[src/sv/encoder_motion_estimator_core_macros.svh]
// Assertion macros shared by the motion estimator RTL.
`ifndef ENCODER_MOTION_ESTIMATOR_CORE_MACROS_SVH
`define ENCODER_MOTION_ESTIMATOR_CORE_MACROS_SVH

// Same-cycle implication, checked on every rising edge of clk outside reset.
`define EME_ASSERT_IMP(lbl, ante, cons, msg) \
  lbl: assert property (@(posedge clk) disable iff (!rst_n) (ante) |-> (cons)) \
    else $error(msg);

// Next-cycle implication, checked on every rising edge of clk outside reset.
`define EME_ASSERT_NXT(lbl, ante, cons, msg) \
  lbl: assert property (@(posedge clk) disable iff (!rst_n) (ante) |=> (cons)) \
    else $error(msg);

`endif

[src/sv/eme_pkg.sv]
// Shared types and constants of the encoder motion estimator.
package eme_pkg;

  localparam int COUNT_BITS_DEF = 16;
  localparam int PERIOD_W       = 17;
  localparam int FRAC_BITS      = 16;
  localparam int INC_SHIFT      = 32 - FRAC_BITS;
  localparam int RATE_FRAC      = 16;
  localparam int DEG_SHIFT      = 26;
  localparam int A_W_MIN        = 33;
  localparam int A_W_DEF        = 33;
  localparam int CFG_ADDR_W     = 4;

  localparam logic [31:0] DEG_PER_RAD = 32'd3845054675;

  localparam logic signed [31:0] SAT_MAX = 32'sh7FFF_FFFF;
  localparam logic signed [31:0] SAT_MIN = 32'sh8000_0000;

  localparam logic [PERIOD_W-1:0] PERIOD_RST = 17'd60000;
  localparam logic [31:0] RAD_RST  = 32'd2248840;
  localparam logic [31:0] MM_RST   = 32'd3937053;
  localparam logic [31:0] RATE_RST = 32'd65536000;

  typedef enum logic {
    CMD_SAMPLE = 1'b0,
    CMD_PRESET = 1'b1
  } cmd_t;

  typedef enum logic [1:0] {
    REG_PERIOD = 2'd0,
    REG_RAD    = 2'd1,
    REG_MM     = 2'd2,
    REG_RATE   = 2'd3
  } reg_idx_t;

  typedef enum logic [2:0] {
    OP_INC_A = 3'd0,
    OP_INC_L = 3'd1,
    OP_VA    = 3'd2,
    OP_VL    = 3'd3,
    OP_DEG   = 3'd4,
    OP_AA    = 3'd5,
    OP_AL    = 3'd6
  } op_t;

  typedef enum logic [1:0] {
    SH_INC  = 2'd0,
    SH_RATE = 2'd1,
    SH_DEG  = 2'd2
  } shsel_t;

  typedef enum logic [3:0] {
    ST_IDLE   = 4'd0,
    ST_DELTA  = 4'd1,
    ST_INC_A  = 4'd2,
    ST_INC_L  = 4'd3,
    ST_GAP    = 4'd4,
    ST_VA     = 4'd5,
    ST_VL     = 4'd6,
    ST_DEG    = 4'd7,
    ST_AA     = 4'd8,
    ST_AL     = 4'd9,
    ST_DRAIN1 = 4'd10,
    ST_DRAIN2 = 4'd11,
    ST_DONE   = 4'd12
  } state_t;

  typedef struct packed {
    logic   valid;
    op_t    op;
    shsel_t shsel;
  } mul_ctl_t;

endpackage

[src/sv/eme_mul_unit.sv]
// Shared three-stage signed-by-unsigned multiply with rounding shift and saturation.
module eme_mul_unit #(
  parameter int A_W = eme_pkg::A_W_DEF
) (
  input  logic                   clk,
  input  logic                   rst_n,
  input  eme_pkg::mul_ctl_t      issue_ctl,
  input  logic signed [A_W-1:0]  op_a,
  input  logic [31:0]            op_b,
  output eme_pkg::mul_ctl_t      res_ctl,
  output logic signed [31:0]     res_value
);

  localparam int HI_W = A_W - 32;
  localparam int P_W  = A_W + 32;

  localparam logic [P_W:0] RND_INC  = (P_W+1)'(1) << (eme_pkg::INC_SHIFT - 1);
  localparam logic [P_W:0] RND_RATE = (P_W+1)'(1) << (eme_pkg::RATE_FRAC - 1);
  localparam logic [P_W:0] RND_DEG  = (P_W+1)'(1) << (eme_pkg::DEG_SHIFT - 1);

  eme_pkg::mul_ctl_t ctl_a_r;
  eme_pkg::mul_ctl_t ctl_b_r;
  logic              neg_a_r;
  logic [A_W-1:0]    mag_a_r;
  logic [31:0]       b_a_r;
  logic              neg_b_r;
  logic [P_W-1:0]    prod_r;

  logic [A_W-1:0]    a_u;
  logic [A_W-1:0]    a_mag;
  logic [63:0]       pp_lo;
  logic [HI_W+31:0]  pp_hi;
  logic [P_W-1:0]    prod_nxt;
  logic [P_W:0]      shifted;
  logic              too_big;

  // Stage A: split the operand into sign and magnitude.
  assign a_u   = $unsigned(op_a);
  assign a_mag = op_a[A_W-1] ? (~a_u + A_W'(1)) : a_u;

  // Stage B: the low 32 bits of the magnitude take the one full-width multiplier;
  // the few upper bits form a narrow partial product.
  assign pp_lo    = mag_a_r[31:0] * b_a_r;
  assign pp_hi    = mag_a_r[A_W-1:32] * b_a_r;
  assign prod_nxt = P_W'(pp_lo) + {pp_hi, 32'b0};

  always_ff @(posedge clk) begin
    if (!rst_n) begin
      ctl_a_r.valid <= 1'b0;
      ctl_b_r.valid <= 1'b0;
    end else begin
      ctl_a_r <= issue_ctl;
      ctl_b_r <= ctl_a_r;
    end
  end

  always_ff @(posedge clk) begin
    neg_a_r <= op_a[A_W-1];
    mag_a_r <= a_mag;
    b_a_r   <= op_b;
    neg_b_r <= neg_a_r;
    prod_r  <= prod_nxt;
  end

  // Stage C: round half away from zero on the magnitude, shift, then saturate.
  always_comb begin
    unique case (ctl_b_r.shsel)
      eme_pkg::SH_INC:  shifted = ({1'b0, prod_r} + RND_INC)  >> eme_pkg::INC_SHIFT;
      eme_pkg::SH_RATE: shifted = ({1'b0, prod_r} + RND_RATE) >> eme_pkg::RATE_FRAC;
      eme_pkg::SH_DEG:  shifted = ({1'b0, prod_r} + RND_DEG)  >> eme_pkg::DEG_SHIFT;
      default:          shifted = '0;
    endcase
    too_big = |shifted[P_W:31];
    if (neg_b_r) begin
      res_value = too_big ? eme_pkg::SAT_MIN : $signed(-shifted[31:0]);
    end else begin
      res_value = too_big ? eme_pkg::SAT_MAX : $signed(shifted[31:0]);
    end
  end

  assign res_ctl = ctl_b_r;

endmodule

[src/sv/encoder_motion_estimator_core.sv]
// Encoder motion estimator: angle, travel, speeds and accelerations from counter samples.
//
// Input channel (in_valid/in_stall): one transfer per command. in_cmd selects a counter
// sample (in_raw_count) or a preset of the angular position (in_preset_value).
// Result channel (out_valid/out_stall): exactly one transfer per input transfer, carrying
// all seven signed Q16.16 values as they stand after that command.
// Configuration: APB-style port with read-back, registers at byte addresses 0, 4, 8 and 12
// (counter period, radians per count, millimetres per count, sample rate).
// For a counter sample after priming, the count difference is registered first; then
// seven multiplies run one after another through a single three-stage multiplier, with
// a bubble where a multiply needs the result of the one before, and the multiplier
// drains. A preset, or the first sample after reset, skips all of this. Every item
// loads the result register in its last step (ST_DONE).
// in_stall is low whenever the sequencer is idle, even while a result still waits in the
// output register; a finished item waits in its last step until that register is free.
// Reset clears all accumulators and history, loads the register defaults and leaves the
// block unprimed: the first sample only records the counter value.
`include "encoder_motion_estimator_core_macros.svh"

module encoder_motion_estimator_core #(
  parameter int COUNT_BITS = eme_pkg::COUNT_BITS_DEF
) (
  input  logic                           clk,
  input  logic                           rst_n,
  input  logic                           in_valid,
  output logic                           in_stall,
  input  logic                           in_cmd,
  input  logic [COUNT_BITS-1:0]          in_raw_count,
  input  logic signed [31:0]             in_preset_value,
  output logic                           out_valid,
  input  logic                           out_stall,
  output logic signed [31:0]             out_angle_rad,
  output logic signed [31:0]             out_angular_speed,
  output logic signed [31:0]             out_angular_accel,
  output logic signed [31:0]             out_angle_deg,
  output logic signed [31:0]             out_travel_mm,
  output logic signed [31:0]             out_linear_speed,
  output logic signed [31:0]             out_linear_accel,
  input  logic                           psel,
  input  logic                           penable,
  input  logic                           pwrite,
  input  logic [eme_pkg::CFG_ADDR_W-1:0] paddr,
  input  logic [31:0]                    pwdata,
  output logic [31:0]                    prdata,
  output logic                           pready
);

  localparam int DELTA_W = ((COUNT_BITS > eme_pkg::PERIOD_W) ? COUNT_BITS
                                                              : eme_pkg::PERIOD_W) + 2;
  localparam int A_W     = (DELTA_W > eme_pkg::A_W_MIN) ? DELTA_W : eme_pkg::A_W_MIN;

  // Configuration registers.
  logic [eme_pkg::PERIOD_W-1:0] period_r;
  logic [31:0]                  rad_r;
  logic [31:0]                  mm_r;
  logic [31:0]                  rate_r;

  // Estimator state.
  logic [COUNT_BITS-1:0] prev_count_r;
  logic                  primed_r;
  logic signed [31:0]    angle_r;
  logic signed [31:0]    prev_angle_r;
  logic signed [31:0]    ang_speed_r;
  logic signed [31:0]    ang_accel_r;
  logic signed [31:0]    deg_r;
  logic signed [31:0]    travel_r;
  logic signed [31:0]    prev_travel_r;
  logic signed [31:0]    lin_speed_r;
  logic signed [31:0]    lin_accel_r;

  // Per-item working registers.
  logic [COUNT_BITS-1:0]     raw_r;
  logic signed [DELTA_W-1:0] delta_r;
  logic signed [DELTA_W-1:0] delta_nxt;
  logic signed [31:0]        va_r;
  logic signed [31:0]        vl_r;

  // Result register.
  logic                out_valid_r;
  logic signed [31:0]  out_angle_rad_r;
  logic signed [31:0]  out_angular_speed_r;
  logic signed [31:0]  out_angular_accel_r;
  logic signed [31:0]  out_angle_deg_r;
  logic signed [31:0]  out_travel_mm_r;
  logic signed [31:0]  out_linear_speed_r;
  logic signed [31:0]  out_linear_accel_r;

  eme_pkg::state_t   state_r;
  eme_pkg::state_t   state_nxt;
  eme_pkg::mul_ctl_t issue_ctl;
  eme_pkg::mul_ctl_t res_ctl;
  eme_pkg::reg_idx_t reg_idx;

  logic                  in_accept;
  logic                  load_out;
  logic                  cfg_write;
  logic signed [A_W-1:0] op_a;
  logic [31:0]           op_b;
  logic signed [31:0]    res_value;
  logic signed [32:0]    ang_diff;
  logic signed [32:0]    trv_diff;
  logic signed [32:0]    va_diff;
  logic signed [32:0]    vl_diff;
  logic signed [DELTA_W-1:0] raw_diff;
  logic signed [DELTA_W-1:0] half_per;
  logic signed [DELTA_W-1:0] full_per;

  function automatic logic signed [31:0] sat_add(input logic signed [31:0] x,
                                                 input logic signed [31:0] y);
    logic signed [32:0] s;
    s = 33'(x) + 33'(y);
    if (s[32] != s[31]) begin
      sat_add = s[32] ? eme_pkg::SAT_MIN : eme_pkg::SAT_MAX;
    end else begin
      sat_add = $signed(s[31:0]);
    end
  endfunction

  assign in_stall  = (state_r != eme_pkg::ST_IDLE);
  assign in_accept = in_valid && !in_stall;

  // ---------------------------------------------------------------- configuration
  assign pready    = 1'b1;
  assign reg_idx   = eme_pkg::reg_idx_t'(paddr[3:2]);
  assign cfg_write = psel && penable && pwrite && pready;

  always_ff @(posedge clk) begin
    if (!rst_n) begin
      period_r <= eme_pkg::PERIOD_RST;
      rad_r    <= eme_pkg::RAD_RST;
      mm_r     <= eme_pkg::MM_RST;
      rate_r   <= eme_pkg::RATE_RST;
    end else if (cfg_write) begin
      unique case (reg_idx)
        eme_pkg::REG_PERIOD: period_r <= pwdata[eme_pkg::PERIOD_W-1:0];
        eme_pkg::REG_RAD:    rad_r    <= pwdata;
        eme_pkg::REG_MM:     mm_r     <= pwdata;
        eme_pkg::REG_RATE:   rate_r   <= pwdata;
      endcase
    end
  end

  always_comb begin
    unique case (reg_idx)
      eme_pkg::REG_PERIOD: prdata = 32'(period_r);
      eme_pkg::REG_RAD:    prdata = rad_r;
      eme_pkg::REG_MM:     prdata = mm_r;
      eme_pkg::REG_RATE:   prdata = rate_r;
    endcase
  end

  // ---------------------------------------------------------------- sequencer
  always_ff @(posedge clk) begin
    if (!rst_n) begin
      state_r <= eme_pkg::ST_IDLE;
    end else begin
      state_r <= state_nxt;
    end
  end

  always_comb begin
    state_nxt       = state_r;
    issue_ctl.valid = 1'b0;
    issue_ctl.op    = eme_pkg::OP_INC_A;
    issue_ctl.shsel = eme_pkg::SH_INC;
    load_out        = 1'b0;
    unique case (state_r)
      eme_pkg::ST_IDLE: begin
        if (in_valid) begin
          if ((in_cmd == eme_pkg::CMD_PRESET) || !primed_r) begin
            state_nxt = eme_pkg::ST_DONE;
          end else begin
            state_nxt = eme_pkg::ST_DELTA;
          end
        end
      end
      eme_pkg::ST_DELTA: state_nxt = eme_pkg::ST_INC_A;
      eme_pkg::ST_INC_A: begin
        issue_ctl = '{valid: 1'b1, op: eme_pkg::OP_INC_A, shsel: eme_pkg::SH_INC};
        state_nxt = eme_pkg::ST_INC_L;
      end
      eme_pkg::ST_INC_L: begin
        issue_ctl = '{valid: 1'b1, op: eme_pkg::OP_INC_L, shsel: eme_pkg::SH_INC};
        state_nxt = eme_pkg::ST_GAP;
      end
      // The new angle is written back at the end of this cycle.
      eme_pkg::ST_GAP: state_nxt = eme_pkg::ST_VA;
      eme_pkg::ST_VA: begin
        issue_ctl = '{valid: 1'b1, op: eme_pkg::OP_VA, shsel: eme_pkg::SH_RATE};
        state_nxt = eme_pkg::ST_VL;
      end
      eme_pkg::ST_VL: begin
        issue_ctl = '{valid: 1'b1, op: eme_pkg::OP_VL, shsel: eme_pkg::SH_RATE};
        state_nxt = eme_pkg::ST_DEG;
      end
      eme_pkg::ST_DEG: begin
        issue_ctl = '{valid: 1'b1, op: eme_pkg::OP_DEG, shsel: eme_pkg::SH_DEG};
        state_nxt = eme_pkg::ST_AA;
      end
      eme_pkg::ST_AA: begin
        issue_ctl = '{valid: 1'b1, op: eme_pkg::OP_AA, shsel: eme_pkg::SH_RATE};
        state_nxt = eme_pkg::ST_AL;
      end
      eme_pkg::ST_AL: begin
        issue_ctl = '{valid: 1'b1, op: eme_pkg::OP_AL, shsel: eme_pkg::SH_RATE};
        state_nxt = eme_pkg::ST_DRAIN1;
      end
      eme_pkg::ST_DRAIN1: state_nxt = eme_pkg::ST_DRAIN2;
      eme_pkg::ST_DRAIN2: state_nxt = eme_pkg::ST_DONE;
      eme_pkg::ST_DONE: begin
        if (!out_valid_r || !out_stall) begin
          load_out  = 1'b1;
          state_nxt = eme_pkg::ST_IDLE;
        end
      end
      default: state_nxt = eme_pkg::ST_IDLE;
    endcase
  end

  // ---------------------------------------------------------------- count difference
  assign raw_diff = $signed(DELTA_W'(raw_r)) - $signed(DELTA_W'(prev_count_r));
  assign half_per = $signed(DELTA_W'(period_r >> 1));
  assign full_per = $signed(DELTA_W'(period_r));

  // The difference is folded by one period at most.
  always_comb begin
    priority if (raw_diff > half_per) begin
      delta_nxt = raw_diff - full_per;
    end else if (raw_diff < -half_per) begin
      delta_nxt = raw_diff + full_per;
    end else begin
      delta_nxt = raw_diff;
    end
  end

  // ---------------------------------------------------------------- multiplier operands
  assign ang_diff = 33'(angle_r) - 33'(prev_angle_r);
  assign trv_diff = 33'(travel_r) - 33'(prev_travel_r);
  assign va_diff  = 33'(va_r) - 33'(ang_speed_r);
  assign vl_diff  = 33'(vl_r) - 33'(lin_speed_r);

  always_comb begin
    unique case (issue_ctl.op)
      eme_pkg::OP_INC_A: begin op_a = A_W'(delta_r);  op_b = rad_r;                end
      eme_pkg::OP_INC_L: begin op_a = A_W'(delta_r);  op_b = mm_r;                 end
      eme_pkg::OP_VA:    begin op_a = A_W'(ang_diff); op_b = rate_r;               end
      eme_pkg::OP_VL:    begin op_a = A_W'(trv_diff); op_b = rate_r;               end
      eme_pkg::OP_DEG:   begin op_a = A_W'(angle_r);  op_b = eme_pkg::DEG_PER_RAD; end
      eme_pkg::OP_AA:    begin op_a = A_W'(va_diff);  op_b = rate_r;               end
      eme_pkg::OP_AL:    begin op_a = A_W'(vl_diff);  op_b = rate_r;               end
      default:           begin op_a = '0;             op_b = '0;                   end
    endcase
  end

  eme_mul_unit #(
    .A_W (A_W)
  ) u_mul (
    .clk       (clk),
    .rst_n     (rst_n),
    .issue_ctl (issue_ctl),
    .op_a      (op_a),
    .op_b      (op_b),
    .res_ctl   (res_ctl),
    .res_value (res_value)
  );

  // ---------------------------------------------------------------- state update
  always_ff @(posedge clk) begin
    if (!rst_n) begin
      prev_count_r  <= '0;
      primed_r      <= 1'b0;
      angle_r       <= '0;
      prev_angle_r  <= '0;
      ang_speed_r   <= '0;
      ang_accel_r   <= '0;
      deg_r         <= '0;
      travel_r      <= '0;
      prev_travel_r <= '0;
      lin_speed_r   <= '0;
      lin_accel_r   <= '0;
    end else begin
      if (in_accept) begin
        if (in_cmd == eme_pkg::CMD_PRESET) begin
          angle_r <= in_preset_value;
        end else if (!primed_r) begin
          prev_count_r <= in_raw_count;
          primed_r     <= 1'b1;
        end
      end
      if (state_r == eme_pkg::ST_DELTA) begin
        prev_count_r <= raw_r;
      end
      if (res_ctl.valid) begin
        unique case (res_ctl.op)
          eme_pkg::OP_INC_A: angle_r  <= sat_add(angle_r, res_value);
          eme_pkg::OP_INC_L: travel_r <= sat_add(travel_r, res_value);
          eme_pkg::OP_VA:    prev_angle_r  <= angle_r;
          eme_pkg::OP_VL:    prev_travel_r <= travel_r;
          eme_pkg::OP_DEG:   deg_r <= res_value;
          eme_pkg::OP_AA: begin
            ang_accel_r <= res_value;
            ang_speed_r <= va_r;
          end
          eme_pkg::OP_AL: begin
            lin_accel_r <= res_value;
            lin_speed_r <= vl_r;
          end
          default: ;
        endcase
      end
    end
  end

  // Working registers and the result payload need no reset.
  always_ff @(posedge clk) begin
    if (in_accept) begin
      raw_r <= in_raw_count;
    end
    if (state_r == eme_pkg::ST_DELTA) begin
      delta_r <= delta_nxt;
    end
    if (res_ctl.valid && (res_ctl.op == eme_pkg::OP_VA)) begin
      va_r <= res_value;
    end
    if (res_ctl.valid && (res_ctl.op == eme_pkg::OP_VL)) begin
      vl_r <= res_value;
    end
    if (load_out) begin
      out_angle_rad_r     <= angle_r;
      out_angular_speed_r <= ang_speed_r;
      out_angular_accel_r <= ang_accel_r;
      out_angle_deg_r     <= deg_r;
      out_travel_mm_r     <= travel_r;
      out_linear_speed_r  <= lin_speed_r;
      out_linear_accel_r  <= lin_accel_r;
    end
  end

  // ---------------------------------------------------------------- result register
  always_ff @(posedge clk) begin
    if (!rst_n) begin
      out_valid_r <= 1'b0;
    end else if (load_out) begin
      out_valid_r <= 1'b1;
    end else if (!out_stall) begin
      out_valid_r <= 1'b0;
    end
  end

  assign out_valid         = out_valid_r;
  assign out_angle_rad     = out_angle_rad_r;
  assign out_angular_speed = out_angular_speed_r;
  assign out_angular_accel = out_angular_accel_r;
  assign out_angle_deg     = out_angle_deg_r;
  assign out_travel_mm     = out_travel_mm_r;
  assign out_linear_speed  = out_linear_speed_r;
  assign out_linear_accel  = out_linear_accel_r;

  // ---------------------------------------------------------------- assertions
  `EME_ASSERT_IMP(a_res_while_busy, res_ctl.valid, (state_r != eme_pkg::ST_IDLE) && (state_r != eme_pkg::ST_DONE), "Multiplier result arrived outside the sample sequence.")
  `EME_ASSERT_NXT(a_preset_load, in_accept && (in_cmd == eme_pkg::CMD_PRESET), (angle_r == $past(in_preset_value)) && (state_r == eme_pkg::ST_DONE), "Preset did not load the angle.")
  `EME_ASSERT_NXT(a_primed_holds, primed_r, primed_r, "Block lost its primed flag outside reset.")
  `EME_ASSERT_IMP(a_out_from_done, $rose(out_valid), $past(state_r == eme_pkg::ST_DONE), "Result became valid without a finished item.")

endmodule

[config.mk]
export PLATFORM = sky130hd
export DESIGN_NAME = encoder_motion_estimator_core
export DESIGN_NICKNAME = d
export VERILOG_FILES = /design/src/sv/eme_pkg.sv /design/src/sv/eme_mul_unit.sv /design/src/sv/encoder_motion_estimator_core.sv
export VERILOG_INCLUDE_DIRS = /design/src /design/src/sv
export SDC_FILE = /design/constraint.sdc
export NUM_CORES = 2
export LEC_CHECK = 0
export BUFFER_PORTS_ARGS = -buffer_cell sky130_fd_sc_hd__buf_4
export CAP_MARGIN = 10
export CELL_PAD_IN_SITES_DETAIL_PLACEMENT = 1
export CELL_PAD_IN_SITES_GLOBAL_PLACEMENT = 1
export CORE_UTILIZATION = 45
export DETAILED_ROUTE_END_ITERATION = 10
export PLACE_DENSITY = 0.72
export REMOVE_ABC_BUFFERS = 1
export SYNTH_ARGS = -nofsm -noshare
export SYNTH_HDL_FRONTEND = slang
export SYNTH_SLANG_ARGS = --single-unit
[constraint.sdc]
create_clock -name clk -period 16.2 [get_ports clk]
set_input_delay 1.62 -clock clk [delete_from_list [all_inputs] [get_ports clk]]
set_output_delay 1.62 -clock clk [all_outputs]
set_load 0.02 [all_outputs]
== Word-level counts from Yosys, hierarchy flattened ==
Cells that the tools add are included.

* Bits in registers: 890
* Logic and storage cells: 163
* Output and inout port bits: 259
* Memories kept: 0
* Bits in writable memories: 0
* Bits in read-only memories: 0
* Bits in latches: 0
* Bits of input ports: 92

* Mux-type cells: 31
* Reductions and logical operators: 35
* Bitwise logic cells: 2
* Magnitude comparators: 2
* Shift-type cells: 0
* Divide/modulo/power cells: 0
* Equality and inequality tests: 36
* Add/subtract/negate cells: 15
* Multipliers: 2

{| class="wikitable"
|+ Operators by type and width
! operator !! count
|-
| 32-bit two-way mux || 12
|-
| 32-bit case mux with 4 select lines || 2
|-
| 33-bit case mux with 6 select lines || 1
|-
| 32-bit by 32-bit subtractor with 33-bit output || 4
|-
| 50-bit case mux with 2 select lines || 1
|-
| 32-bit by 32-bit adder with 33-bit output || 2
|-
| 65-bit by 16-bit adder with 66-bit output, second input constant || 1
|-
| 65-bit by 26-bit adder with 66-bit output, second input constant || 1
|-
| 64-bit by 65-bit adder with 65-bit output || 1
|-
| 32-bit by 32-bit multiplier with 64-bit output || 1
|-
| 16-bit two-way mux || 4
|-
| 4-bit case mux with 13 select lines || 1
|-
| 6-bit case mux with 7 select lines || 1
|-
| 19-bit two-way mux || 2
|-
| 35-bit OR reduction || 1
|-
| 33-bit by 1-bit adder with 33-bit output, second input constant || 1
|-
| 1-bit by 32-bit multiplier with 33-bit output || 1
|-
| 33-bit NOT || 1
|-
| 32-bit negation || 1
|-
| 2-bit AND reduction || 12
|-
| 4-bit equality test, second input constant || 5
|-
| 17-bit by 18-bit adder with 19-bit output || 1
|-
| 17-bit by 19-bit less-than comparator with 1-bit output || 1
|-
| 16-bit negation with 19-bit output || 1
|-
| other kinds (28) || 64
|}

== Longest topological paths before layout ==
* Depth in word-level cells: 11
* Mapped depth: 32
* Mapped depth without buffers: 30

== Cells and area by module ==
From an unflattened synthesis, not the netlist that was laid out.

* Cells, all modules: 9124
* Area, all modules: 81744.6 um^2

{| class="wikitable"
|+ By module, submodules not included
! module !! area each (um^2) !! cells each !! times used !! seq. area each (um^2)
|-
| eme_mul_unit || 40983.1 || 4615 || 1 || 2682.6
|-
| encoder_motion_estimator_core || 40761.6 || 4509 || 1 || 18167.4
|}

== Worst setup path before layout ==
Ideal clock, no wire load.

* Path kind: input to register
* Start: in out_stall
* End: reg out_angle_deg_r[0], in the netlist out_angle_deg[0], enable pin
* Stages on the path: 1
* Setup slack: 2937 ps
* Arrival: 12380 ps
* Buffers on the path: 0
* Data required time: 15317 ps
* Library setup time: 883 ps
* Path through: a21oi_1

* Cells in the longest elaborated chain, start to end: 4

{| class="wikitable"
|+ RTL lines
! item !! line !! RTL
|-
| start: declaration || encoder_motion_estimator_core.sv:31 || <nowiki>input logic out_stall,</nowiki>
|-
| 1-bit zero test || n/a ||
|-
| 1-bit logical OR || encoder_motion_estimator_core.sv:211 || <nowiki>if (!out_valid_r || !out_stall) begin</nowiki>
|-
| 1-bit two-way mux || encoder_motion_estimator_core.sv:211 ||
|-
| 1-bit two-way mux || encoder_motion_estimator_core.sv:167 || <nowiki>unique case (state_r)</nowiki>
|-
| end signal: assignment || encoder_motion_estimator_core.sv:332 || <nowiki>out_angle_deg_r <= deg_r;</nowiki>
|-
| end: declaration || encoder_motion_estimator_core.sv:83 || <nowiki>logic signed [31:0] out_angle_deg_r;</nowiki>
|}

Every way passes these cells.
A chain may end at the register's enable or synchronous reset.

== Final worst setup path ==
* Start: reg u_mul.prod_r[25]
* End: reg angle_r[1]

* Cells in the longest elaborated chain, start to end: 10
* Elaborated cells on any way between the ends: 14
* Classes of those cells: add/sub (4); eq/ne (1); mux (8); reduce/logical (1)

{| class="wikitable"
|+ RTL lines
! item !! line !! RTL
|-
| start: declaration || eme_mul_unit.sv:27 || <nowiki>logic [P_W-1:0] prod_r;</nowiki>
|-
| start signal: assignment || eme_mul_unit.sv:62 || <nowiki>prod_r <= prod_nxt;</nowiki>
|-
| 65-bit by 26-bit adder with 66-bit output / 65-bit by 16-bit adder with 66-bit output (equally long branches) || eme_mul_unit.sv:70, eme_mul_unit.sv:68, eme_mul_unit.sv:69 ||
|-
| 50-bit case mux with 2 select lines (*) || eme_mul_unit.sv:67 || <nowiki>unique case (ctl_b_r.shsel)</nowiki>
|-
| 32-bit negation / 35-bit OR reduction (equally long branches) || eme_mul_unit.sv:75, eme_mul_unit.sv:73 ||
|-
| 32-bit two-way mux, on equally long branches || eme_mul_unit.sv:75, eme_mul_unit.sv:77 ||
|-
| 32-bit two-way mux (*) || eme_mul_unit.sv:74 || <nowiki>if (neg_b_r) begin</nowiki>
|-
| net res_value[5] || encoder_motion_estimator_core.sv:99 || <nowiki>logic signed [31:0] res_value;</nowiki>
|-
| 32-bit by 32-bit adder with 33-bit output (*) || encoder_motion_estimator_core.sv:111 || <nowiki>s = 33'(x) + 33'(y);</nowiki>
|-
| 32-bit two-way mux / 1-bit inequality test (equally long branches) || encoder_motion_estimator_core.sv:113, encoder_motion_estimator_core.sv:112 ||
|-
| 32-bit two-way mux (*) || encoder_motion_estimator_core.sv:112 || <nowiki>if (s[32] != s[31]) begin</nowiki>
|-
| 32-bit two-way mux (*) || encoder_motion_estimator_core.sv:294 || <nowiki>unique case (res_ctl.op)</nowiki>
|-
| 32-bit two-way mux (*) || encoder_motion_estimator_core.sv:293 || <nowiki>if (res_ctl.valid) begin</nowiki>
|-
| end signal: assignment || encoder_motion_estimator_core.sv:284 || <nowiki>angle_r <= in_preset_value;</nowiki>
|-
| end signal: assignment || encoder_motion_estimator_core.sv:295 || <nowiki>eme_pkg::OP_INC_A: angle_r <= sat_add(angle_r, res_value);</nowiki>
|-
| end: declaration || encoder_motion_estimator_core.sv:61 || <nowiki>logic signed [31:0] angle_r;</nowiki>
|}

Mark *: on every way through the listed nets, which the timed path passes. The rest lies on a longest branch.

==> flow_metrics.tcl <==
set metrics [dict create \
    core_sq_um 180900 \
    hold_viol 0 \
    grt_max_degree 122 \
    fmax_mhz 93.09 \
    reg_top3 "u_mul.prod_r (50), u_mul.mag_a_r (33)" \
    synth-edff-count 333 \
    slew_headroom_pct 13.61 \
    ys_seq_elements 875 \
    antenna_found_initial 17 \
    seq_area_sq_um 20900 \
    vias 68214 \
    cap_violations 0 \
    drc_errors 0 \
    grt_pass1_vias 72496 \
    cts_made_buffers 96 \
    finalCritPeriodShare_pct 66.31 \
    wire_per_inst_microns 25.31 \
    io_pins 351 \
    worst_pin_slew_ns 1.293 \
    dominantRegCellSynth "dfxtp_1" \
    syn_inst 9072 \
    rsz0062_at_grt "no" \
    fillCellCount 20623 \
    multi_input_area_sq_um 54690 \
    cts_tree "done" \
    largest-register "u_mul.prod_r" \
    cts_resized 0 \
    clockRootBuffer "clkbuf_16" \
    postCtsHoldBufs 0 \
    post-route-min-period_ns 10.74 \
    ff2ff_path_depth 28 \
    critPathCaptureType "flip-flop" \
    ys_seq_area_share_pct 25.42 \
    cts_setup_buffers 0 \
    final_util_pct 49.87 \
    yosys.cell_types.count 103 \
    cp_top_family "compound AO/OA/AOI/OAI gates" \
    drtIter0Drc 5486 \
    cts_buffer_depth 3 \
    gp_congestion 0.9472 \
    die_x_microns 428.9 \
    rows 156 \
    async_reset_ff_share_pct 0 \
    grt_pass1_wl_microns 445900 \
    path_buf_inv 4 \
    finalSetupViolations 0 \
    yosysTopAreaCell "fa_1" \
    hold_path_depth 0 \
    path_depth 28 \
    crit_path_max_incr_delay_ns 0.81 \
    critPathKind "reg2reg" \
    synth.top_cell.area_share_pct 22.90 \
    slew_violations 0 \
    drtAntennaViolNets 0 \
    initial_core_util_pct 45.33 \
    htreeDepth 3 \
    totalWireLength_microns 293900 \
    path_clk_slew_ns 0.06 \
    drive_gt1_share_pct 8.579 \
    cp_data_required_time_ns 16.82 \
    hold_path_class "reg2reg" \
    clkSinkCount 875 \
    synth_area_leaders "fa_1, dfxtp_1, edfxtp_1" \
    largest_reg_flops 50 \
    syn2layout_area_growth_pct 10.03 \
    yosys_warnings 0 \
    dr.pass1.iters 6 \
    arrival_ns 11.36 \
    startpoint_type "flip-flop" \
    io_buffers 347 \
    hpwl_microns 218000 \
    crit_path_top_delay_cell "a21oi_1" \
    fp.dieArea_sq_um 184000 \
    synth_area_sq_um 82010 \
    clock_latency_ns 0.76 \
    status "finished, final reports clean" \
    fin_nets 10740 \
    fin_setup_tns_ns 0 \
    die_y_microns 428.9 \
    skew_ns 0.05620 \
    worst-path-max-fanout 58 \
    synth.avg_cell_area_sq_um 9.040 \
    gr-usage-all-layers_pct 31.69 \
    vias_per_cell 5.875 \
    grt.overflow.total 0 \
]
-- layout by cell type, fill, tap and decap left out, types with 26 or more instances in the layout --
| master | count |
|---|---|
| fa_1 | 938 |
| xnor2_1 | 172 |
| nand2_1 | 1301 |
| nand3_1 | 183 |
| o211ai_1 | 46 |
| a21o_1 | 135 |
| inv_1 | 1277 |
| dfxtp_2 | 40 |
| a221oi_1 | 59 |
| nor2_1 | 280 |
| o22ai_1 | 42 |
| or3_1 | 39 |
| nor3_1 | 101 |
| nor2b_1 | 49 |
| clkbuf_16 | 99 |
| o21a_1 | 60 |
| xor2_1 | 106 |
| a21oi_1 | 572 |
| o21bai_1 | 32 |
| dfxtp_1 | 502 |
| mux2i_1 | 87 |
| a31oi_1 | 49 |
| nand4_1 | 77 |
| o31ai_1 | 26 |
| edfxtp_1 | 333 |
| maj3_1 | 31 |
| a22o_1 | 31 |
| o21ai_0 | 267 |
| and3_1 | 44 |
| buf_4 | 459 |
| nor4_1 | 37 |
| nand2b_1 | 42 |
| a211oi_1 | 59 |
| and2_1 | 588 |
| ha_1 | 554 |
-- Yosys cell counts, types with 46 or more instances --
| library cell | number |
|---|---|
| nand3_1 | 185 |
| o21a_1 | 60 |
| a221oi_1 | 59 |
| edfxtp_1 | 333 |
| xor2_1 | 106 |
| dfxtp_1 | 542 |
| nand2_1 | 1304 |
| nor2b_1 | 50 |
| inv_1 | 1280 |
| nand4_1 | 77 |
| a21oi_1 | 573 |
| clkbuf_1 | 438 |
| nor3_1 | 105 |
| mux2i_1 | 87 |
| o21ai_0 | 267 |
| a21o_1 | 135 |
| a211oi_1 | 60 |
| ha_1 | 554 |
| nor2_1 | 284 |
| a31oi_1 | 49 |
| xnor2_1 | 173 |
| fa_1 | 938 |
| o211ai_1 | 46 |
| and2_1 | 590 |
-- stage by stage --
step	instance area [sq um]	setup slack (ns)	hold slack (ns)	instances
after floorplan	80190	2.938	0.3096	8598
after global placement	86840	5.993	0.3136	11428
after detailed placement	86840	5.842	0.3145	11428
after CTS	90220	5.754	0.3283	11602
after global routing	90220	5.151	0.3382	11602
final	90240	5.457	0.3261	11611
-- final cells by class --
type	count	area share, %
antenna	9	0.02496
clock inverter	56	0.8541
multi-input combinational	6439	60.60
timing repair buffer	460	3.831
tap	2370	3.286
inverter	1284	5.351
sequential	875	23.16
clock buffer	118	2.891
-- per-layer routing --
metal / vias up / share of wire [%] / GRT usage [%]
met1: 35135 / 43 / 42.59
li1: 30189 / - / -
met5: - / 0.0092 / 0
met3: 513 / 6.7 / 4.828
met2: 2373 / 46 / 51.33
met4: 4 / 4.1 / 12.36
-- cell families (layout without fill, tap and decap cells) --
kind of cell | after synthesis | in the layout | share of synthesized area, %
adders and majority gates | 1523 | 1523 | 31.73
DFF | 875 | 875 | 25.42
buffers and inverters | 1758 | 1918 | 8.097
and+or+nand+nor | 2867 | 2867 | 16.95
AOI/OAI and AO/OA | 1640 | 1640 | 12.94
xor gates and xnor gates | 279 | 279 | 2.980
other | 1 | 10 | 0.004573
muxes | 129 | 129 | 1.872
-- path summary, 6_finish.rpt --
path / from / to / slack (ns)
setup / recovery: u_mul.prod_r[25] / angle_r[1] / 5.46
hold / removal: u_mul.neg_a_r / u_mul.neg_b_r / 0.33
setup reg to reg: u_mul.prod_r[25] / angle_r[1] / 5.46
hold reg to reg: u_mul.neg_a_r / u_mul.neg_b_r / 0.33
Power is not shown: default switching activity piles up to over one toggle a cycle in this logic, so the estimate is an artifact.
